File: src/rtl/core/hfs_pkg.sv
// ----------------------------------------------------------------------------
// hfs_pkg
// Shared types, constants and the log table of the scaled HMM forward block.
// ----------------------------------------------------------------------------
package hfs_pkg;

    // Probability format is unsigned Q0.16.
    localparam int PROB_BITS      = 16;
    localparam int MAX_STATES_DEF = 256;
    localparam int LN_STEPS       = 16;
    localparam int LN2_Q16        = 45426;

    // Request command codes.
    localparam logic [1:0] CMD_LOAD_TRANS = 2'd0;
    localparam logic [1:0] CMD_LOAD_PRIOR = 2'd1;
    localparam logic [1:0] CMD_EMISSION   = 2'd2;

    // Reset value of the state-count register.
    localparam logic [8:0] NUM_STATES_RST = 9'd256;

    // Commands from the controller to the datapath.
    typedef struct packed {
        logic capture;
        logic base_prior;
        logic mac_issue;
        logic base_round;
        logic mul;
        logic wr_alpha;
        logic cnt_clr;
        logic cnt_inc;
        logic check;
        logic clr_wr;
        logic lz_init;
        logic lz_step;
        logic ln_load;
        logic ln_step;
        logic ln_fin;
        logic acc_upd;
        logic ndiv_init;
        logic ndiv_step;
        logic nwr;
        logic out;
    } t_cmd;

    // Status from the datapath to the controller.
    typedef struct packed {
        logic emit_ok;
        logic emit_first;
        logic cnt_last;
        logic pipe_empty;
        logic last_state;
        logic sum_zero;
        logic lz_done;
        logic sub_ln_last;
        logic sub_div_last;
    } t_stat;

    // ln(1 + 2^-(k+1)) in unsigned Q0.16.
    function automatic logic [15:0] ln_tab(input logic [3:0] idx);
        logic [15:0] v;
        case (idx)
            4'd0:    v = 16'd26573;
            4'd1:    v = 16'd14624;
            4'd2:    v = 16'd7719;
            4'd3:    v = 16'd3973;
            4'd4:    v = 16'd2017;
            4'd5:    v = 16'd1016;
            4'd6:    v = 16'd510;
            4'd7:    v = 16'd256;
            4'd8:    v = 16'd128;
            4'd9:    v = 16'd64;
            4'd10:   v = 16'd32;
            4'd11:   v = 16'd16;
            4'd12:   v = 16'd8;
            4'd13:   v = 16'd4;
            4'd14:   v = 16'd2;
            4'd15:   v = 16'd1;
            default: v = 16'd0;
        endcase
        return v;
    endfunction

endpackage

File: src/rtl/core/hfs_ctrl.sv
// ----------------------------------------------------------------------------
// hfs_ctrl
// Controller state machine: sequences loads, the transition sum, the log
// computation and the normalization of each time step.
// ----------------------------------------------------------------------------
module hfs_ctrl (
    input  logic          i_clk,
    input  logic          i_rst_n,
    input  logic          start,
    output logic          busy,
    input  hfs_pkg::t_stat i_stat,
    output hfs_pkg::t_cmd  o_cmd
);

    typedef enum logic [4:0] {
        S_IDLE, S_PRIOR, S_MAC, S_DRAIN, S_ROUND, S_MUL, S_WRITE, S_CHECK,
        S_CLEAR, S_LZ, S_LN, S_LNFIN, S_ACC, S_NRD, S_NINIT, S_NDIV, S_NWR, S_OUT
    } t_state;

    t_state r_state, n_state;
    logic   r_busy;

    // Next state and commands.
    always_comb begin
        n_state = r_state;
        o_cmd   = '0;
        case (r_state)
            S_IDLE: begin
                if (start) begin
                    o_cmd.capture = 1'b1;
                    if (i_stat.emit_ok) begin
                        n_state = i_stat.emit_first ? S_PRIOR : S_MAC;
                    end
                end
            end
            S_PRIOR: begin
                o_cmd.base_prior = 1'b1;
                n_state = S_MUL;
            end
            S_MAC: begin
                o_cmd.mac_issue = 1'b1;
                o_cmd.cnt_inc   = 1'b1;
                if (i_stat.cnt_last) n_state = S_DRAIN;
            end
            S_DRAIN: begin
                if (i_stat.pipe_empty) n_state = S_ROUND;
            end
            S_ROUND: begin
                o_cmd.base_round = 1'b1;
                n_state = S_MUL;
            end
            S_MUL: begin
                o_cmd.mul = 1'b1;
                n_state = S_WRITE;
            end
            S_WRITE: begin
                o_cmd.wr_alpha = 1'b1;
                n_state = i_stat.last_state ? S_CHECK : S_IDLE;
            end
            S_CHECK: begin
                o_cmd.check   = 1'b1;
                o_cmd.cnt_clr = 1'b1;
                if (i_stat.sum_zero) begin
                    n_state = S_CLEAR;
                end else begin
                    o_cmd.lz_init = 1'b1;
                    n_state = S_LZ;
                end
            end
            S_CLEAR: begin
                o_cmd.clr_wr  = 1'b1;
                o_cmd.cnt_inc = 1'b1;
                if (i_stat.cnt_last) n_state = S_OUT;
            end
            S_LZ: begin
                if (i_stat.lz_done) begin
                    o_cmd.ln_load = 1'b1;
                    n_state = S_LN;
                end else begin
                    o_cmd.lz_step = 1'b1;
                end
            end
            S_LN: begin
                o_cmd.ln_step = 1'b1;
                if (i_stat.sub_ln_last) n_state = S_LNFIN;
            end
            S_LNFIN: begin
                o_cmd.ln_fin = 1'b1;
                n_state = S_ACC;
            end
            S_ACC: begin
                o_cmd.acc_upd = 1'b1;
                n_state = S_NRD;
            end
            S_NRD: begin
                n_state = S_NINIT;
            end
            S_NINIT: begin
                o_cmd.ndiv_init = 1'b1;
                n_state = S_NDIV;
            end
            S_NDIV: begin
                o_cmd.ndiv_step = 1'b1;
                if (i_stat.sub_div_last) n_state = S_NWR;
            end
            S_NWR: begin
                o_cmd.nwr     = 1'b1;
                o_cmd.cnt_inc = 1'b1;
                n_state = i_stat.cnt_last ? S_OUT : S_NRD;
            end
            S_OUT: begin
                o_cmd.out = 1'b1;
                n_state = S_IDLE;
            end
            default: begin
                n_state = S_IDLE;
            end
        endcase
    end

    // State and busy register.
    always_ff @(posedge i_clk) begin
        if (!i_rst_n) begin
            r_state <= S_IDLE;
            r_busy  <= 1'b0;
        end else begin
            r_state <= n_state;
            r_busy  <= (n_state != S_IDLE);
        end
    end

    assign busy = r_busy;

`ifndef SYNTH
    a_out_after_loop: assert property (@(posedge i_clk) disable iff (!i_rst_n)
        (r_state == S_OUT) |-> ($past(r_state) == S_CLEAR || $past(r_state) == S_NWR))
        else $error("result issued without a finished clear or normalize pass");
    a_div_entry: assert property (@(posedge i_clk) disable iff (!i_rst_n)
        (r_state == S_NDIV) |-> ($past(r_state) == S_NINIT || $past(r_state) == S_NDIV))
        else $error("divider entered without initialization");
    a_write_after_mul: assert property (@(posedge i_clk) disable iff (!i_rst_n)
        (r_state == S_WRITE) |-> ($past(r_state) == S_MUL))
        else $error("alpha written without a product");
`endif

endmodule

File: config.mk
export PLATFORM = sky130hd
export DESIGN_NAME = hfs_ctrl
export DESIGN_NICKNAME = d
export VERILOG_FILES = /design/src/rtl/core/hfs_pkg.sv /design/src/rtl/core/hfs_ctrl.sv
export SDC_FILE = /design/constraint.sdc
export NUM_CORES = 1
export LEC_CHECK = 0
export BUFFER_PORTS_ARGS = -buffer_cell sky130_fd_sc_hd__buf_2
export CAP_MARGIN = 0
export CORE_ASPECT_RATIO = 0.75
export CORE_UTILIZATION = 40
export DETAILED_ROUTE_END_ITERATION = 16
export GPL_ROUTABILITY_DRIVEN = 0
export HOLD_SLACK_MARGIN = 0.06
export PLACE_DENSITY = 0.68
export SKIP_CTS_REPAIR_TIMING = 1
export SYNTH_ARGS = -nofsm -noshare
export SYNTH_HDL_FRONTEND = slang
export SYNTH_SLANG_ARGS = --single-unit
File: constraint.sdc
create_clock -name i_clk -period 1.9 [get_ports i_clk]
set_input_delay 0.285 -clock i_clk [delete_from_list [all_inputs] [get_ports i_clk]]
set_output_delay 0.285 -clock i_clk [all_outputs]
set_load 0.01 [all_outputs]
## Yosys cells after proc, flatten, opt, wreduce, memory -nomap -nowiden

Index checks and enable logic that the tools add are counted.

| word-level totals | value |
|---|---|
| bits in registers | 6 |
| latch bits | 0 |
| memory bits (writable) | 0 |
| ROM bits | 0 |
| input bits | 12 |
| output and inout port bits | 21 |
| logic and storage cells | 58 |
| memories kept | 0 |

| cells by class | value |
|---|---|
| add/sub/neg operators | 0 |
| multipliers | 0 |
| div/mod/pow operators | 0 |
| magnitude comparators | 0 |
| eq/ne operators | 17 |
| shifts and indexed selects | 0 |
| muxes and demuxes | 35 |
| bitwise logic cells | 0 |
| reduce and logical (&&, ||, !) cells | 4 |

Operators by type and width:

| cell | count |
|---|---|
| 5-bit case mux with 16 select lines | 1 |
| 5-bit two-way mux | 9 |
| 5-bit by 4-bit equality test with 1-bit output, second input constant | 8 |
| 1-bit two-way mux | 22 |
| 5-bit by 3-bit equality test with 1-bit output, second input constant | 4 |
| 5-bit by 2-bit equality test with 1-bit output, second input constant | 2 |
| 5-bit equality test, second input constant | 2 |
| 5-bit by 1-bit equality test with 1-bit output, second input constant | 1 |
| 5-bit logical NOT | 1 |
| 5-bit nonzero test | 1 |
| 2-bit two-way mux | 2 |
| 3-bit two-way mux | 1 |
| 3-bit OR reduction | 1 |
| 2-bit OR reduction | 1 |

## Longest topological paths before layout

| logic depth | value |
|---|---|
| word-level depth | 5 |
| depth in mapped cells | 7 |
| gate-level depth less buffers | 5 |

## Worst setup path after synthesis

OpenSTA, ideal clock, no wires.

| path | value |
|---|---|
| path kind | register to register |
| start point | register r_state[3] |
| end point | register r_busy (netlist: busy) |
| setup time | 0.144 ns |
| data arrival time | 1.324 ns |
| required time | 1.756 ns |
| path slack | 0.432 ns |
| cell stages (with the launch flop) | 8 |
| path buffers | 2 |
| clock period less this slack | 1.468 ns |
| cells stage by stage | dfxtp_1 > buf_4 > buf_6 > xor2_1 > nand3_1 > o31ai_1 > nor4_1 > a41oi_2 |

| on the way | value |
|---|---|
| cells in the longest elaborated chain, start to end | 4 |
| elaborated cells on any way between the ends | 28 |
| those cells by class | 16 x eq/ne; 9 x mux; 3 x reduce/logical |

Ends and longest elaborated chain:

| item | line | text |
|---|---|---|
| start: declaration | hfs_ctrl.sv:20 | `t_state r_state, n_state;` |
| start signal: assignment | hfs_ctrl.sv:127 | `r_state <= n_state;` |
| 5-bit by 3-bit equality test with 1-bit output, or another cell as far along | hfs_ctrl.sv:27 | `case (r_state)` |
| 2-bit OR reduction (no line) or 5-bit two-way mux (tied branches) | n/a |  |
| 5-bit case mux with 16 select lines * | hfs_ctrl.sv:27 |  |
| 5-bit nonzero test * | hfs_ctrl.sv:128 | `r_busy <= (n_state != S_IDLE);` |
| end signal: assignment | hfs_ctrl.sv:128 |  |
| end: declaration | hfs_ctrl.sv:21 | `logic r_busy;` |

Mark *: on every way between the ends. The rest lies on a longest branch, timed or not.
A chain may end at the register's enable or synchronous reset.

## Worst setup path after layout

| path | value |
|---|---|
| start point | register r_state[1] |
| end point | register r_busy (netlist: busy) |

The elaborated chain is that of the path after synthesis.

==> flow_summary.ini <==
[outcome]
status = finished, final reports clean

[power_and_ir_drop]
vdd_drop_max_uv = 683
p_total_mw = 1.17
powerDensity_mw_per_mm2 = 1130
p_leak_nw = 0.478

[global_routing]
grt_pass1_vias = 876
overflow = 0
grt_util_all_layers = 0.256
grt_start_max_net_pins = 18
antenna_found_initial = 0
grt_pass1_wl_um = 3980

[sta]
hold_viol = 0
slew_viol_final = 0
worst_pin_slew_ns = 0.434
finalHoldWorstSlack_ns = 0.350
finalSetupViolations = 0
slew_headroom = 0.708
fmax_mhz = 562
min_period_over_period = 0.937
min_period_ns = 1.78
clock_skew_ns = 0.00117
rsz0062_at_grt = false

[place]
place_inst = 174
hpwl_um = 1970
io_buffers = 32
place_area_mm2 = 0.00101

[hold_path]
hold_class = in -> reg
hold_start = i_rst_n

[critical_path]
r2r_start = r_state[1]
crit_path_start = r_state[1]
critPathCaptureType = flop
required_ns = 2.00
arrival_ns = 1.88
start_kind = flop
crit_type = reg -> reg
critical_path.max_fanout = 17

[synth]
ys_types = 39
synth_area_um2 = 796
syn_area_per_cell_um2 = 6.80
netlist.top_cell.by_area = dfxtp_1
synth_top_area_share = 0.151
yosys-top-cells-count = nor2_1, nor3_1, nand2b_1
synth_cells = 117
synth-seq-cells = 6
ys_seq_area_frac = 0.151
synthFlopType = dfxtp_1
ys_warn_count = 0
synth_area_leaders = dfxtp_1, nor2_1, nor3_1
synthArstFlopShare = 0
synth_nets = 129
synth_most_common_cell = nor2_1
synth_edf_count = 0

[detailed_routing]
avgViaCountPerCell = 5.89
drt_iter0_drc = 56
drt.antenna.violating_nets = 0
wl_um = 2490
vias = 1042
route.detailed.drc = 0
first_pass_iters = 4
wire_per_inst_um = 14.1

[clock_tree]
cts_buffers = 3
clock-sinks = 6
cts.clk_slew.worst_paths_ns = 0.04
clockBufferDepth = 2
tritoncts = built
cts_max_level = 1
cts_root_buf = clkbuf_4
clkLatencyLatePin_ns = 0.24

[floorplan]
start_util = 0.441
die_w_um = 53.5
fp.dieArea_mm2 = 0.00217
placeableCoreArea_mm2 = 0.00181
num_rows = 13
io_pins = 33
die_y_um = 40.6

[layout]
finalNetCount = 169
fin_area_mm2 = 0.00104
finalNonFillerCells = 177
nFillCells = 168
area_growth_pct = 31.1
diodes = 0
drive_gt1_frac = 0.387

[run]
maxCapViolations = 0
==> cell type report <==
type / instances / area, µm² / share of cell area
tap: 22 / 27.5 / 0.0264
inverter: 4 / 15.0 / 0.0144
timing repair buffer: 45 / 258 / 0.247
multi-input combinational: 97 / 596 / 0.571
clock buffer: 3 / 22.5 / 0.0216
sequential: 6 / 125 / 0.120
==> state kept, by name (all words and copies together) (netlist names) <==
name,count
r_state,5
busy,1
==> path summary, 6_finish.rpt <==
kind | end | cells after the start | slack [ns]
worst max-delay path | busy | 6 | 0.12
worst min-delay path | r_state[2] | 3 | 0.35
worst max register to register | busy | 6 | 0.12
worst min register to register | r_state[4] | 3 | 0.86
==> metrics by stage <==
stage,setup WS (ns),util,setup TNS (ns)
after floorplan,0.432,-,0
after global placement,0.0480,0.557,0
after global routing,0.0456,0.578,0
after detailed placement,-0.0118,0.557,-0.0118
final,0.120,0.578,0
after CTS,-0.0139,0.570,-0.0139
==> cell families after synthesis <==
logic type             after synthesis  share of synthesized area
AND/OR/NAND/NOR                     73                      0.508
AO/OA/AOI/OAI                       21                      0.192
buffers and inverters               14                      0.113
flip-flops                           6                      0.151
XOR/XNOR                             2                     0.0220
multiplexers                         1                     0.0141
==> critical path, cell delays in order (launching register included) <==
cell and delay, ns:
dfxtp_2 0.40, buf_4 0.18, and4b_1 0.17, a211oi_1 0.31, o221ai_1 0.23, nor3_2 0.21, a41oi_2 0.12
==> power by group <==
part	internal [mW]	total (mW)	switching, mW
Combinational	0.361	0.787	0.426
Clock	0.0712	0.114	0.0423
Sequential	0.171	0.275	0.104
==> cell usage in the layout (no fill, tap or decap), types with 2 or more instances in the layout <==
cell / synthesis / layout
buf_2: 3 / 32
clkbuf_4: 0 / 3
a21boi_0: 2 / 2
or2_2: 2 / 2
nand2b_1: 7 / 7
nand2_1: 6 / 6
a2bb2oi_1: 2 / 2
dfxtp_1: 6 / 2
nor2b_1: 3 / 3
and3_1: 2 / 2
nand3b_1: 3 / 3
nand3_1: 3 / 3
a21oi_1: 4 / 4
nand4b_1: 2 / 2
xor2_1: 2 / 2
dfxtp_2: 0 / 4
a31oi_1: 2 / 2
nor2_1: 22 / 22
inv_1: 4 / 4
nor3_1: 13 / 11
o21ai_0: 4 / 4
buf_4: 5 / 13
nor3_2: 0 / 2
==> routing by layer <==
layer | GRT usage | vias to the layer above | part of all wire
met5 | 0 | - | 0
met4 | 0.0132 | 0 | 0.0056
met3 | 0.0741 | 4 | 0.10
met2 | 0.403 | 60 | 0.43
met1 | 0.361 | 484 | 0.46
li1 | - | 494 | -
Power figures use the tool's default switching activity.
